**config.mk**
```make
export PLATFORM = sky130hd
export DESIGN_NAME = json_token_scanner_core
export DESIGN_NICKNAME = d
export VERILOG_FILES = /design/src/jts_pkg.sv /design/src/jts_scan.sv /design/src/jts_result_buf.sv /design/src/json_token_scanner_core.sv
export SDC_FILE = /design/constraint.sdc
export NUM_CORES = 1
export LEC_CHECK = 0
export BUFFER_PORTS_ARGS = -buffer_cell sky130_fd_sc_hd__buf_2
export CORE_ASPECT_RATIO = 1.1
export CORE_MARGIN = 4
export CORE_UTILIZATION = 29
export DETAILED_ROUTE_END_ITERATION = 10
export PLACE_DENSITY = 0.53
export SKIP_CTS_REPAIR_TIMING = 1
export SLEW_MARGIN = 40
export SYNTH_ARGS = -nofsm -noshare
export SYNTH_HDL_FRONTEND = slang
export SYNTH_SLANG_ARGS = --single-unit
```
**constraint.sdc**
```tcl
create_clock -name clk_i -period 14.11 [get_ports clk_i]
set_clock_uncertainty 0.15 [all_clocks]
set_input_delay 1.411 -clock clk_i [delete_from_list [all_inputs] [get_ports clk_i]]
set_output_delay 1.411 -clock clk_i [all_outputs]
set_load 0.02 [all_outputs]
```
**src/jts_pkg.sv**
```systemverilog
// Shared types and constants of the JSON token scanner.
// Holds the token and error codes, the result record and the result group.
// Depends on nothing.
`timescale 1ns / 1ps

package jts_pkg;

  // Width of the offset, line and column counters (8..32); ports carry 16 bits.
  localparam int unsigned PosBits    = 16;
  localparam int unsigned MaxResults = 3;
  localparam int unsigned CntW       = $clog2(MaxResults + 1);
  localparam int unsigned IdxW       = $clog2(MaxResults);

  localparam logic [PosBits-1:0] PosMax = {PosBits{1'b1}};
  localparam logic [PosBits-1:0] PosOne = PosBits'(1);

  typedef enum logic [3:0] {
    KindBraceOpen    = 4'd0,
    KindBraceClose   = 4'd1,
    KindComma        = 4'd2,
    KindColon        = 4'd3,
    KindBracketOpen  = 4'd4,
    KindBracketClose = 4'd5,
    KindString       = 4'd6,
    KindKeyword      = 4'd7,
    KindNumber       = 4'd8,
    KindEnd          = 4'd9,
    KindError        = 4'd10
  } kind_e;

  typedef enum logic [1:0] {
    ErrNone         = 2'd0,
    ErrUnexpected   = 2'd1,
    ErrNewlineInStr = 2'd2,
    ErrUnterminated = 2'd3
  } err_e;

  typedef struct packed {
    logic [PosBits-1:0] offset;
    logic [PosBits-1:0] line;
    logic [PosBits-1:0] column;
  } pos_t;

  typedef struct packed {
    kind_e       kind;
    err_e        code;
    logic [15:0] start_offset;
    logic [15:0] text_length;
    logic [15:0] start_line;
    logic [15:0] start_column;
  } res_t;

  // All results caused by one item, in order.
  typedef struct packed {
    res_t [MaxResults-1:0] res;
    logic [CntW-1:0]       cnt;
  } grp_t;

  // Low 16 bits of a counter, zero-extended when the counter is narrower.
  function automatic logic [15:0] out16(input logic [PosBits-1:0] v);
    logic [31:0] w;
    w = 32'(v);
    return w[15:0];
  endfunction

  function automatic logic [PosBits-1:0] sat_inc(input logic [PosBits-1:0] v);
    return (v == PosMax) ? v : v + PosOne;
  endfunction

endpackage

```
**src/jts_scan.sv**
```systemverilog
// Scanner state and the per-item token logic of the JSON token scanner.
// Computes every result of one item in a single pass; state moves on fire_i.
// Depends on jts_pkg.
`timescale 1ns / 1ps

module jts_scan (
  input  logic          clk_i,
  input  logic          rst_ni,
  input  logic          fire_i,
  input  logic [7:0]    byte_in_i,
  input  logic          byte_valid_i,
  input  logic          doc_last_i,
  output jts_pkg::grp_t grp_o
);

  typedef enum logic [4:0] {
    ModeIdle    = 5'b00001,
    ModeString  = 5'b00010,
    ModeNumber  = 5'b00100,
    ModeKeyword = 5'b01000,
    ModeDiscard = 5'b10000
  } mode_e;

  localparam logic [7:0] ChCr     = 8'h0D;
  localparam logic [7:0] ChLf     = 8'h0A;
  localparam logic [7:0] ChTab    = 8'h09;
  localparam logic [7:0] ChSpace  = 8'h20;
  localparam logic [7:0] ChDquote = 8'h22;
  localparam logic [7:0] ChSquote = 8'h27;
  localparam logic [7:0] ChPlus   = 8'h2B;
  localparam logic [7:0] ChMinus  = 8'h2D;
  localparam logic [7:0] ChDot    = 8'h2E;
  localparam logic [7:0] ChZero   = 8'h30;
  localparam logic [7:0] ChNine   = 8'h39;
  localparam logic [7:0] ChUpperE = 8'h45;
  localparam logic [7:0] ChLowA   = 8'h61;
  localparam logic [7:0] ChLowE   = 8'h65;
  localparam logic [7:0] ChLowF   = 8'h66;
  localparam logic [7:0] ChLowN   = 8'h6E;
  localparam logic [7:0] ChLowT   = 8'h74;
  localparam logic [7:0] ChLowZ   = 8'h7A;
  localparam logic [7:0] ChLbrace = 8'h7B;
  localparam logic [7:0] ChRbrace = 8'h7D;
  localparam logic [7:0] ChComma  = 8'h2C;
  localparam logic [7:0] ChColon  = 8'h3A;
  localparam logic [7:0] ChLbrack = 8'h5B;
  localparam logic [7:0] ChRbrack = 8'h5D;

  localparam jts_pkg::pos_t PosReset = '{
    offset: '0, line: jts_pkg::PosOne, column: jts_pkg::PosOne
  };

  mode_e                       mode_q, mode_d;
  logic                        quote_q, quote_d;
  jts_pkg::pos_t               pos_q, pos_d;
  logic [jts_pkg::PosBits-1:0] tok_start_q, tok_start_d;
  logic [jts_pkg::PosBits-1:0] tok_line_q, tok_line_d;
  logic [jts_pkg::PosBits-1:0] tok_col_q, tok_col_d;

  jts_pkg::grp_t               grp;
  logic [jts_pkg::CntW-1:0]    cnt;
  logic                        handled;
  logic [7:0]                  quote_ch;

  function automatic jts_pkg::pos_t advance(input jts_pkg::pos_t p, input logic [7:0] c);
    jts_pkg::pos_t r;
    r = p;
    if (c == ChLf) begin
      r.line   = jts_pkg::sat_inc(p.line);
      r.column = jts_pkg::PosOne;
    end else begin
      r.column = jts_pkg::sat_inc(p.column);
    end
    r.offset = jts_pkg::sat_inc(p.offset);
    return r;
  endfunction

  function automatic jts_pkg::res_t make_res(
    input jts_pkg::kind_e              kind,
    input jts_pkg::err_e               code,
    input logic [jts_pkg::PosBits-1:0] off,
    input logic [jts_pkg::PosBits-1:0] len,
    input logic [jts_pkg::PosBits-1:0] line,
    input logic [jts_pkg::PosBits-1:0] col
  );
    jts_pkg::res_t r;
    r.kind         = kind;
    r.code         = code;
    r.start_offset = jts_pkg::out16(off);
    r.text_length  = jts_pkg::out16(len);
    r.start_line   = jts_pkg::out16(line);
    r.start_column = jts_pkg::out16(col);
    return r;
  endfunction

  function automatic logic [jts_pkg::PosBits-1:0] text_len(
    input logic [jts_pkg::PosBits-1:0] off,
    input logic [jts_pkg::PosBits-1:0] start
  );
    return (off >= start) ? off - start : '0;
  endfunction

  function automatic logic is_digit(input logic [7:0] c);
    return (c >= ChZero) && (c <= ChNine);
  endfunction

  function automatic logic is_num_char(input logic [7:0] c);
    return is_digit(c) || c == ChMinus || c == ChPlus || c == ChLowE ||
           c == ChUpperE || c == ChDot;
  endfunction

  function automatic logic is_punct(input logic [7:0] c);
    return c == ChLbrace || c == ChRbrace || c == ChComma || c == ChColon ||
           c == ChLbrack || c == ChRbrack;
  endfunction

  function automatic jts_pkg::kind_e punct_kind(input logic [7:0] c);
    jts_pkg::kind_e k;
    unique case (c)
      ChLbrace: k = jts_pkg::KindBraceOpen;
      ChRbrace: k = jts_pkg::KindBraceClose;
      ChComma:  k = jts_pkg::KindComma;
      ChColon:  k = jts_pkg::KindColon;
      ChLbrack: k = jts_pkg::KindBracketOpen;
      default:  k = jts_pkg::KindBracketClose;
    endcase
    return k;
  endfunction

  assign quote_ch = quote_q ? ChSquote : ChDquote;

  always_comb begin
    mode_d      = mode_q;
    quote_d     = quote_q;
    pos_d       = pos_q;
    tok_start_d = tok_start_q;
    tok_line_d  = tok_line_q;
    tok_col_d   = tok_col_q;
    grp         = '0;
    cnt         = '0;
    handled     = 1'b0;

    if (byte_valid_i) begin
      unique case (mode_q)
        ModeNumber: begin
          if (is_num_char(byte_in_i)) begin
            pos_d   = advance(pos_d, byte_in_i);
            handled = 1'b1;
          end else begin
            grp.res[cnt] = make_res(jts_pkg::KindNumber, jts_pkg::ErrNone, tok_start_d,
                                    text_len(pos_d.offset, tok_start_d), tok_line_d, tok_col_d);
            cnt    = cnt + 1'b1;
            mode_d = ModeIdle;
          end
        end
        ModeKeyword: begin
          if (byte_in_i >= ChLowA && byte_in_i <= ChLowZ) begin
            pos_d   = advance(pos_d, byte_in_i);
            handled = 1'b1;
          end else begin
            grp.res[cnt] = make_res(jts_pkg::KindKeyword, jts_pkg::ErrNone, tok_start_d,
                                    text_len(pos_d.offset, tok_start_d), tok_line_d, tok_col_d);
            cnt    = cnt + 1'b1;
            mode_d = ModeIdle;
          end
        end
        ModeString: begin
          handled = 1'b1;
          priority if (byte_in_i == ChCr || byte_in_i == ChLf) begin
            grp.res[cnt] = make_res(jts_pkg::KindError, jts_pkg::ErrNewlineInStr, pos_d.offset,
                                    '0, pos_d.line, pos_d.column);
            cnt    = cnt + 1'b1;
            mode_d = ModeDiscard;
          end else if (byte_in_i == quote_ch) begin
            grp.res[cnt] = make_res(jts_pkg::KindString, jts_pkg::ErrNone, tok_start_d,
                                    text_len(pos_d.offset, tok_start_d), tok_line_d, tok_col_d);
            cnt    = cnt + 1'b1;
            pos_d  = advance(pos_d, byte_in_i);
            mode_d = ModeIdle;
          end else begin
            pos_d = advance(pos_d, byte_in_i);
          end
        end
        ModeDiscard: handled = 1'b1;
        default:     handled = 1'b0;
      endcase

      // Idle, or a number or keyword just ended on this byte: scan it as a start byte.
      if (!handled) begin
        priority if (byte_in_i == ChCr || byte_in_i == ChLf || byte_in_i == ChTab ||
                     byte_in_i == ChSpace) begin
          pos_d = advance(pos_d, byte_in_i);
        end else if (is_punct(byte_in_i)) begin
          grp.res[cnt] = make_res(punct_kind(byte_in_i), jts_pkg::ErrNone, pos_d.offset,
                                  jts_pkg::PosOne, pos_d.line, pos_d.column);
          cnt   = cnt + 1'b1;
          pos_d = advance(pos_d, byte_in_i);
        end else if (byte_in_i == ChDquote || byte_in_i == ChSquote) begin
          // Position is that of the quote, text starts after it.
          tok_line_d  = pos_d.line;
          tok_col_d   = pos_d.column;
          quote_d     = (byte_in_i == ChSquote);
          pos_d       = advance(pos_d, byte_in_i);
          tok_start_d = pos_d.offset;
          mode_d      = ModeString;
        end else if (is_digit(byte_in_i) || byte_in_i == ChMinus || byte_in_i == ChDot) begin
          tok_start_d = pos_d.offset;
          tok_line_d  = pos_d.line;
          tok_col_d   = pos_d.column;
          pos_d       = advance(pos_d, byte_in_i);
          mode_d      = ModeNumber;
        end else if (byte_in_i == ChLowT || byte_in_i == ChLowF || byte_in_i == ChLowN) begin
          tok_start_d = pos_d.offset;
          tok_line_d  = pos_d.line;
          tok_col_d   = pos_d.column;
          pos_d       = advance(pos_d, byte_in_i);
          mode_d      = ModeKeyword;
        end else begin
          grp.res[cnt] = make_res(jts_pkg::KindError, jts_pkg::ErrUnexpected, pos_d.offset,
                                  jts_pkg::PosOne, pos_d.line, pos_d.column);
          cnt    = cnt + 1'b1;
          mode_d = ModeDiscard;
        end
      end
    end

    if (doc_last_i) begin
      priority if (mode_d == ModeNumber) begin
        grp.res[cnt] = make_res(jts_pkg::KindNumber, jts_pkg::ErrNone, tok_start_d,
                                text_len(pos_d.offset, tok_start_d), tok_line_d, tok_col_d);
        cnt = cnt + 1'b1;
      end else if (mode_d == ModeKeyword) begin
        grp.res[cnt] = make_res(jts_pkg::KindKeyword, jts_pkg::ErrNone, tok_start_d,
                                text_len(pos_d.offset, tok_start_d), tok_line_d, tok_col_d);
        cnt = cnt + 1'b1;
      end else if (mode_d == ModeString) begin
        grp.res[cnt] = make_res(jts_pkg::KindError, jts_pkg::ErrUnterminated, tok_start_d,
                                text_len(pos_d.offset, tok_start_d), tok_line_d, tok_col_d);
        cnt    = cnt + 1'b1;
        mode_d = ModeDiscard;
      end else begin
        mode_d = mode_d;
      end
      if (mode_d != ModeDiscard) begin
        grp.res[cnt] = make_res(jts_pkg::KindEnd, jts_pkg::ErrNone, pos_d.offset, '0,
                                pos_d.line, pos_d.column);
        cnt = cnt + 1'b1;
      end
      mode_d      = ModeIdle;
      quote_d     = 1'b0;
      pos_d       = PosReset;
      tok_start_d = '0;
      tok_line_d  = jts_pkg::PosOne;
      tok_col_d   = jts_pkg::PosOne;
    end

    grp.cnt = cnt;
  end

  assign grp_o = grp;

  always_ff @(posedge clk_i or negedge rst_ni) begin
    if (!rst_ni) begin
      mode_q      <= ModeIdle;
      quote_q     <= 1'b0;
      pos_q       <= PosReset;
      tok_start_q <= '0;
      tok_line_q  <= jts_pkg::PosOne;
      tok_col_q   <= jts_pkg::PosOne;
    end else if (fire_i) begin
      mode_q      <= mode_d;
      quote_q     <= quote_d;
      pos_q       <= pos_d;
      tok_start_q <= tok_start_d;
      tok_line_q  <= tok_line_d;
      tok_col_q   <= tok_col_d;
    end
  end

  a_pos_nonzero: assert property (@(posedge clk_i) disable iff (!rst_ni)
    pos_q.line != '0 && pos_q.column != '0 && tok_line_q != '0 && tok_col_q != '0)
    else $error("line or column counter reached zero");

  a_start_behind: assert property (@(posedge clk_i) disable iff (!rst_ni)
    tok_start_q <= pos_q.offset)
    else $error("token start ahead of byte offset");

  a_doc_reset: assert property (@(posedge clk_i) disable iff (!rst_ni)
    fire_i && doc_last_i |=> mode_q == ModeIdle && pos_q == PosReset)
    else $error("scanner state not cleared after document end");

endmodule

```
**src/jts_result_buf.sv**
```systemverilog
// Result register of the JSON token scanner: holds the results of one item
// and hands them out one per cycle while out_stall_i is low. Depends on jts_pkg.
`timescale 1ns / 1ps

module jts_result_buf (
  input  logic          clk_i,
  input  logic          rst_ni,
  input  logic          load_i,
  input  jts_pkg::grp_t grp_i,
  output logic          room_o,
  output logic          out_valid_o,
  input  logic          out_stall_i,
  output jts_pkg::res_t res_o,
  output logic          run_last_o
);

  jts_pkg::grp_t            grp_q;
  logic                     valid_q;
  logic [jts_pkg::IdxW-1:0] idx_q;
  logic                     pop;
  logic                     last_res;

  assign pop      = valid_q && !out_stall_i;
  assign last_res = jts_pkg::CntW'(idx_q) == (grp_q.cnt - 1'b1);
  // Room when nothing is held, or once the final result of the held group leaves this cycle.
  assign room_o   = !valid_q || (pop && last_res);

  always_ff @(posedge clk_i or negedge rst_ni) begin
    if (!rst_ni) begin
      valid_q <= 1'b0;
      idx_q   <= '0;
    end else if (load_i) begin
      valid_q <= 1'b1;
      idx_q   <= '0;
    end else if (pop) begin
      if (last_res) begin
        valid_q <= 1'b0;
      end else begin
        idx_q <= idx_q + 1'b1;
      end
    end
  end

  always_ff @(posedge clk_i) begin
    if (load_i) begin
      grp_q <= grp_i;
    end
  end

  assign out_valid_o = valid_q;
  assign res_o       = grp_q.res[idx_q];
  assign run_last_o  = last_res;

  a_idx_range: assert property (@(posedge clk_i) disable iff (!rst_ni)
    valid_q |-> jts_pkg::CntW'(idx_q) < grp_q.cnt)
    else $error("result index beyond group count");

  a_idx_step: assert property (@(posedge clk_i) disable iff (!rst_ni)
    pop && !last_res |=> valid_q && idx_q == $past(idx_q) + 1'b1)
    else $error("result index did not step after a taken result");

  a_no_overwrite: assert property (@(posedge clk_i) disable iff (!rst_ni)
    load_i |-> room_o)
    else $error("result group loaded over pending results");

endmodule

```
**src/json_token_scanner_core.sv**
```systemverilog
// Top level of the JSON token scanner: input register, scanner, result register.
// Depends on jts_pkg, jts_scan and jts_result_buf.
`timescale 1ns / 1ps

// Streaming JSON lexer, one document byte per item. An accepted item is held in
// the input register while the scanner works out all of its tokens (zero to
// three) in a single pass; those go to a result register and leave one per
// cycle while out_stall_i is low, in order, run_last_o marking the last one of
// the item. The block takes one item per cycle unless in_stall_o is high; an
// item that yields tokens holds back a later one that yields tokens until the
// last token of its run leaves the single result port, and items yielding no
// token (blanks, bytes inside a string or number) never wait on the output.
// After an error token the rest of the document is dropped and gives no END
// token; state returns to its reset value after each item with doc_last_i set.
module json_token_scanner_core (
  input  logic        clk_i,
  input  logic        rst_ni,
  input  logic        in_valid_i,
  output logic        in_stall_o,
  input  logic [7:0]  byte_in_i,
  input  logic        byte_valid_i,
  input  logic        doc_last_i,
  output logic        out_valid_o,
  input  logic        out_stall_i,
  output logic [3:0]  token_kind_o,
  output logic [1:0]  error_code_o,
  output logic [15:0] start_offset_o,
  output logic [15:0] text_length_o,
  output logic [15:0] start_line_o,
  output logic [15:0] start_column_o,
  output logic        run_last_o
);

  logic          in_valid_q;
  logic [7:0]    byte_q;
  logic          byte_valid_q;
  logic          doc_last_q;
  logic          fire;
  logic          room;
  logic          in_accept;
  jts_pkg::grp_t grp;
  jts_pkg::res_t res;

  assign fire       = in_valid_q && (grp.cnt == '0 || room);
  assign in_stall_o = in_valid_q && !fire;
  assign in_accept  = in_valid_i && !in_stall_o;

  always_ff @(posedge clk_i or negedge rst_ni) begin
    if (!rst_ni) begin
      in_valid_q <= 1'b0;
    end else if (!in_valid_q || fire) begin
      in_valid_q <= in_valid_i;
    end
  end

  always_ff @(posedge clk_i) begin
    if (in_accept) begin
      byte_q       <= byte_in_i;
      byte_valid_q <= byte_valid_i;
      doc_last_q   <= doc_last_i;
    end
  end

  jts_scan u_scan (
    .clk_i       (clk_i),
    .rst_ni      (rst_ni),
    .fire_i      (fire),
    .byte_in_i   (byte_q),
    .byte_valid_i(byte_valid_q),
    .doc_last_i  (doc_last_q),
    .grp_o       (grp)
  );

  jts_result_buf u_result_buf (
    .clk_i      (clk_i),
    .rst_ni     (rst_ni),
    .load_i     (fire && grp.cnt != '0),
    .grp_i      (grp),
    .room_o     (room),
    .out_valid_o(out_valid_o),
    .out_stall_i(out_stall_i),
    .res_o      (res),
    .run_last_o (run_last_o)
  );

  assign token_kind_o   = res.kind;
  assign error_code_o   = res.code;
  assign start_offset_o = res.start_offset;
  assign text_length_o  = res.text_length;
  assign start_line_o   = res.start_line;
  assign start_column_o = res.start_column;

endmodule

```
==> results of run 1 <==
[power by group through the flow]
stage | registers, mW | clock network, mW | logic, mW
floorplan | 1.53 | 0 | 1.97
global placement | 1.56 | 0 | 2.82
detailed placement | 1.57 | 0 | 2.86
CTS | 1.55 | 1.06 | 2.87
global route | 1.57 | 1.10 | 3.12
finish | 1.55 | 1.04 | 2.88
[through the flow]
step / instance area [um^2] / setup WS (ns)
2_1_floorplan: 22900 / 3.65
3_3_place_gp: 24200 / 5.23
3_5_place_dp: 24300 / 5.00
4_1_cts: 25600 / 4.94
5_1_grt: 25600 / 4.14
6_report: 25600 / 5.13
[state kept, by name (all words and copies together) (netlist names)]
| register | count |
|---|---|
| in_valid_q | 1 |
| u_result_buf.idx_q | 2 |
| u_scan.quote_q | 1 |
| byte_valid_q | 1 |
| u_scan.pos_q | 48 |
| u_scan.mode_q | 5 |
| u_scan.tok_start_q | 16 |
| u_scan.tok_line_q | 16 |
| u_result_buf.grp_q | 211 |
| byte_q | 8 |
| doc_last_q | 1 |
| u_scan.tok_col_q | 16 |
| u_result_buf.out_valid_o | 1 |
[cell usage after synthesis (7+ instances only)]
cell and count:
a21boi_0 12, a21o_1 15, a21oi_1 141, a221oi_1 22
a222oi_1 9, a22o_1 23, a22oi_1 71, a31o_2 10
a31oi_1 26, and2_1 20, and3_1 25, buf_1 17
buf_2 25, clkbuf_1 164, dfrtp_1 101, edfxtp_1 221
ha_1 45, inv_1 84, mux2i_1 106, nand2_1 318
nand2b_1 18, nand3_1 69, nand4_1 37, nor2_1 172
nor2b_1 10, nor3_1 52, nor3b_1 8, nor4_1 11
o211ai_1 11, o21a_1 9, o21ai_0 204, o21ai_1 33
o221ai_1 29, o22a_1 7, o22ai_1 84, o31ai_1 12
o31ai_2 66, o32ai_1 8, o41ai_1 8, or2_2 10
or3_1 33, or4_1 7, xnor2_1 37, xor2_1 28
[cell families (layout without fill, tap and decap cells)]
family / count (synthesis) / count (layout) / share of synthesized area, %
AND/OR/NAND/NOR: 825 / 825 / 17.2
buffers and inverters: 300 / 298 / 5.30
other: 0 / 1 / 0
AO/OA/AOI/OAI: 876 / 876 / 26.8
XOR/XNOR: 65 / 65 / 2.49
flip-flops: 327 / 327 / 40.7
multiplexers: 112 / 112 / 4.95
adder cells (fa/ha/maj): 47 / 47 / 2.64
[path summary, 6_finish.rpt]
path                                                  from                                end  slack (ns)
max in group asynchronous                           rst_ni       u_scan.pos_q[33]$_DFFE_PN0P_       11.93
setup / recovery                       byte_q[0]$_DFFE_PP_  u_result_buf.grp_q[104]$_DFFE_PP_        5.13
setup reg to reg                       byte_q[0]$_DFFE_PP_  u_result_buf.grp_q[104]$_DFFE_PP_        5.13
hold reg to reg            u_scan.tok_col_q[0]$_DFFE_PN1P_    u_scan.tok_col_q[0]$_DFFE_PN1P_        0.36
min in group asynchronous                           rst_ni        u_scan.pos_q[3]$_DFFE_PN0P_        0.76
hold / removal             u_scan.tok_col_q[0]$_DFFE_PN1P_    u_scan.tok_col_q[0]$_DFFE_PN1P_        0.36
[metal layers]
| layer | share of wire (%) | track usage (%) | vias up |
|---|---|---|---|
| met5 | 0.0078 | 0 | - |
| met4 | 3.8 | 7.70 | 2 |
| met2 | 45 | 33.1 | 1040 |
| li1 | - | - | 9577 |
| met1 | 43 | 28.2 | 10600 |
| met3 | 8.2 | 3.89 | 195 |
[final cells by class]
cell class / instances / area (um^2)
diodes: 1 / 2.50
clock buffers: 49 / 1020
clock inverters: 18 / 249
fillers: 7950 / 52100
inverters: 86 / 328
multi-input cells: 1925 / 12500
flip-flops and latches: 327 / 9300
well taps: 1035 / 1290
repair buffers: 145 / 925
[worst register-to-register path: stages (launching register included)]
cell,delay (ns)
edfxtp_1,0.66
nand2b_1,0.29
o21ai_1,0.31
o21a_1,0.48
o211ai_2,0.14
buf_4,0.26
nor4_1,0.35
xor2_1,0.64
nand3_1,0.50
nor4_4,0.63
nor2_1,0.17
o21ai_0,0.23
xnor2_1,0.27
ha_1,0.28
fa_1,0.24
nor2b_1,0.06
o21ai_0,0.18
a21boi_0,0.14
o21ai_0,0.25
a21boi_0,0.15
o21ai_0,0.25
a21oi_1,0.12
o41ai_1,0.44
o21ai_0,0.27
a221oi_1,0.67
buf_4,0.27
nor2_1,0.07
a32o_1,0.26
==> results.json, run 1 <==
{
  "tritoncts": "built",
  "firstDrtPassIters": 6,
  "syn_inst": 2552,
  "hold_depth": 2,
  "hp-class": "register to register",
  "core.rowCount": 107,
  "cts.sinks": 327,
  "viasPerCell": 5.96,
  "portBuffers": 86,
  "drive_gt1_share_pct": 13.6,
  "antenna_found_initial": 2,
  "slew_viol_final": 0,
  "dieArea_mm2": 0.0834,
  "synth_seq_area_share_pct": 40.7,
  "maxCapViolCount": 0,
  "syn-num-nets": 2613,
  "synth_edf_count": 221,
  "cp_data_required_time_ns": 14.27,
  "worst-path-stages": 27,
  "post-route-util_pct": 33.0,
  "ys_warn_count": 0,
  "p_clk_share_pct": 19.0,
  "async_reset_ff_share_pct": 32.4,
  "finalCritPeriodShare_pct": 63.6,
  "path_class": "register to register",
  "stdcell_count": 3586,
  "nNetsFinal": 2583,
  "initial_core_util_pct": 29.4,
  "synth-main-ff-cell": "edfxtp_1",
  "synth_cell_type_count": 100,
  "cts-root-buf": "clkbuf_16",
  "comb_power_share_pct": 52.7,
  "worstRegToRegCells": 27,
  "avgRoutedWirePerCell_um": 24.9,
  "cts_made_buffers": 37,
  "p_sw_share_pct": 47.6,
  "synthTopCellsByArea": "edfxtp_1 (29%), dfrtp_1 (11%), nand2_1 (5.2%)",
  "clk_latency_ns": 0.56,
  "slowest_delay_ns": 0.67,
  "grt_pass1_vias": 20800,
  "grt_pass1_wl_mm": 134,
  "worstMarginPinSlew_ns": 0.919,
  "grt_max_degree": 79,
  "setup_tns_ns": 0,
  "yosysTopAreaCell": "edfxtp_1",
  "cts_htree_levels": 2,
  "p_per_area_mw_per_mm2": 213,
  "cp_slowest_cell": "a221oi_1",
  "drt_drc_violations_left": 0,
  "grt_usage_pct": 20.8,
  "dieWidth_um": 276,
  "vdd_drop_max_uv": 98.9,
  "setup_viol_count_final": 0,
  "netlist_area_mm2": 0.0229,
  "avgSynthCellArea_um2": 8.96,
  "power_mw": 5.46,
  "hold_violations": 0,
  "timing.hold.ws_ns": 0.362,
  "p_seq_share_pct": 28.3,
  "period_needed_ns": 8.98,
  "layout_commonest_cell": "nand2_1",
  "dp.cells": 3515,
  "ioPinCount": 87,
  "grt_overflow_total": 0,
  "clk_pin_slew_ns": 0.07,
  "max_freq_ghz": 0.111,
  "cp.arrival_ns": 9.14,
  "core_area_mm2": 0.0778,
  "clockBufferDepth": 3,
  "start_kind": "register",
  "p_leak_nw": 8.94,
  "num_vias": 21400,
  "fp.dieH_um": 302,
  "crit_fanout": 24,
  "gp_congestion": 0.953,
  "power_switching_mw": 2.60,
  "path_delay_family": "compound AO/OA/AOI/OAI gates",
  "drt_iter0_markers": 2283,
  "relSlewSlack_pct": 38.2,
  "intPower_mw": 2.86,
  "end_kind": "register",
  "postRouteAntennaNets": 0,
  "path_buf_inv": 2,
  "hpwl_mm": 61.7,
  "rsz0062_at_grt": "false",
  "final_cell_mix": "nand2_1 (317), edfxtp_1 (221), o21ai_0 (199), nor2_1 (169), a21oi_1 (140)",
  "drt_wl_total_mm": 89.3,
  "status": "finished clean",
  "synth_top_area_share_pct": 29.0,
  "ys_seq_elements": 327,
  "area_delta_synth_final_pct": 12.1,
  "cpMostUsedCell": "o21ai_0"
}
No activity file was read; power rests on OpenSTA's default activity.
==> run 2: changes to the inputs <==
Clock period 14.11 ns to 7.25 ns, I/O delays scaled along.
==> run 2 against run 1 <==
Global-route usage rose by 0.70 points. Combinational power is 110% higher. Maximum frequency is 30% higher. Routed wire length rose by 3.5%. Utilization grew 1.7 points. Largest cell class unchanged. Flip-flop and latch count did not move. Final area grew 5.2%. Count of clock-buffer cells in the layout is 3 lower. Non-clock buffer count increased by 135. Critical path type unchanged. Largest power group unchanged. Worst hold slack worse by 0.33 ns. Die area stayed put. Highest routed layer unchanged. Total power rose by 100%.
==> results.json, run 2 (synthesis results as in run 1) <==
{
  "hpwl_mm": 66.1,
  "p_leak_nw": 9.70,
  "start_kind": "register",
  "drt_drc_violations_left": 0,
  "maxCapViolCount": 0,
  "cp_slowest_cell": "or4_1",
  "grt_max_degree": 130,
  "hold_violations": 0,
  "regMostFlops": "u_result_buf.grp_q",
  "final_cell_mix": "nand2_1 (318), edfxtp_1 (221), o21ai_0 (195), buf_4 (182), nor2_1 (165)",
  "viasPerCell": 5.91,
  "core_area_mm2": 0.0778,
  "fp.dieH_um": 302,
  "clockBufferDepth": 3,
  "setup_viol_count_final": 0,
  "cts_made_buffers": 39,
  "period_needed_ns": 6.88,
  "path_delay_family": "simple AND/OR/NAND/NOR gates",
  "core.rowCount": 107,
  "crit_chain": "ha_1 -> nand4_1 -> or4_1 -> buf_4 -> a21oi_1 -> a31oi_1 -> a21o_1 -> a2bb2oi_1 -> nand3_1 -> or2_1 -> or4_1 -> o21ai_1 -> nand2_1 -> a21oi_1 -> inv_1 -> ha_1 -> nand4_1 -> o41ai_1 -> a221oi_1 -> buf_4 -> or3_1 -> o32ai_1",
  "portBuffers": 86,
  "num_vias": 22000,
  "regArea_mm2": 0.00930,
  "dieWidth_um": 276,
  "reg_top3": "u_result_buf.grp_q: 211 flops, u_scan.pos_q: 48 flops",
  "cts_htree_levels": 2,
  "clk_latency_ns": 0.59,
  "cts-root-buf": "clkbuf_16",
  "status": "finished clean",
  "worstMarginPinSlew_ns": 0.980,
  "drt_wl_total_mm": 92.4,
  "vdd_drop_max_uv": 187,
  "initial_core_util_pct": 29.4,
  "largest_register_ffs": 211,
  "nNetsFinal": 2720,
  "cts.sinks": 327,
  "p_per_area_mw_per_mm2": 414,
  "gp_congestion": 0.975,
  "antenna_found_initial": 3,
  "relSlewSlack_pct": 34.0,
  "dieArea_mm2": 0.0834,
  "firstDrtPassIters": 7,
  "crit_fanout": 12,
  "num_antenna_cells": 0,
  "tritoncts": "built",
  "power_mw": 11.2,
  "finalCritPeriodShare_pct": 94.9,
  "path_buf_inv": 3,
  "layout_commonest_cell": "nand2_1",
  "end_kind": "register",
  "cp_data_required_time_ns": 7.48,
  "fillers": 7931,
  "grt_pass1_wl_mm": 138,
  "multi_input_area_mm2": 0.0127,
  "slowest_delay_ns": 0.60,
  "cp.arrival_ns": 7.12,
  "slew_viol_final": 0,
  "setup_tns_ns": 0,
  "path_class": "register to register",
  "timing.hold.ws_ns": 0.0299,
  "area_delta_synth_final_pct": 17.9,
  "postRouteAntennaNets": 0,
  "grt_usage_pct": 21.5,
  "drt_iter0_markers": 2437,
  "max_freq_ghz": 0.145,
  "avgRoutedWirePerCell_um": 24.8,
  "hp-class": "input port to asynchronous set/reset pin",
  "clk_pin_slew_ns": 0.07,
  "drive_gt1_share_pct": 18.9,
  "grt_overflow_total": 0,
  "grt_pass1_vias": 21500,
  "ioPinCount": 87
}
==> run 2: cell types whose count changed in the layout (fill, tap and decap cells not counted), moves of 5 or more <==
cell and change:
buf_12 +6, clkbuf_1 -5, buf_4 +132, buf_6 -5
==> run 2: area by class of cell <==
type	instances	area share (%)
clock buffer	46	3.87
clock inverter	26	1.17
inverter	86	1.22
multi-input combinational	1925	47.0
sequential	327	34.5
tap	1035	4.80
timing repair buffer	280	7.45
==> run 2: routing by layer <==
layer  up-vias  GRT usage [%]  routed length (um)
met4         4           6.83                2980
met5         -              0                  26
met3       194           3.67                7540
li1       9868              -                   -
met2      1086           34.9               42600
met1     10800           29.3               39300
==> run 2: metrics by stage <==
stage	std cells	cell area (um^2)	setup WS (ns)	util (%)
2_1_floorplan	2552	23000	-0.656	-
3_3_place_gp	3631	25300	-0.190	32.5
3_5_place_dp	3634	25300	-0.260	32.6
4_1_cts	3706	26700	-0.306	34.3
5_1_grt	3725	27000	-0.0341	34.7
6_report	3725	27000	0.366	34.7
==> run 2: report_power, final <==
| part | switching, mW | total [mW] | internal, mW |
|---|---|---|---|
| clock network | 0.884 | 2.11 | 1.22 |
| registers | 0.289 | 2.98 | 2.69 |
| logic | 4.08 | 6.08 | 2.00 |
==> run 2: final timing paths <==
path	startpoint	end	slack, ns	cells after the start
worst min-delay path	rst_ni	u_scan.pos_q[42]$_DFFE_PN0P_	0.03	1
max in group asynchronous	rst_ni	u_scan.tok_col_q[4]$_DFFE_PN0P_	5.67	2
worst max register to register	u_scan.pos_q[32]$_DFFE_PN0P_	u_result_buf.grp_q[39]$_DFFE_PP_	0.37	22
min in group clk_i	byte_valid_i	byte_valid_q$_DFFE_PP_	0.18	1
worst min register to register	u_scan.tok_line_q[4]$_DFFE_PN0P_	u_scan.tok_line_q[4]$_DFFE_PN0P_	0.37	2
worst max-delay path	u_scan.pos_q[32]$_DFFE_PN0P_	u_result_buf.grp_q[39]$_DFFE_PP_	0.37	22
==> run 2: worst register-to-register path: stages (launching register included) <==
cell	delay [ns]
dfrtp_1	0.45
ha_1	0.32
nand4_1	0.22
or4_1	0.60
buf_4	0.18
a21oi_1	0.14
a31oi_1	0.08
a21o_1	0.23
a2bb2oi_1	0.45
nand3_1	0.25
or2_1	0.37
or4_1	0.54
o21ai_1	0.15
nand2_1	0.06
a21oi_1	0.22
inv_1	0.08
ha_1	0.44
nand4_1	0.18
o41ai_1	0.57
a221oi_1	0.18
buf_4	0.21
or3_1	0.44
o32ai_1	0.17
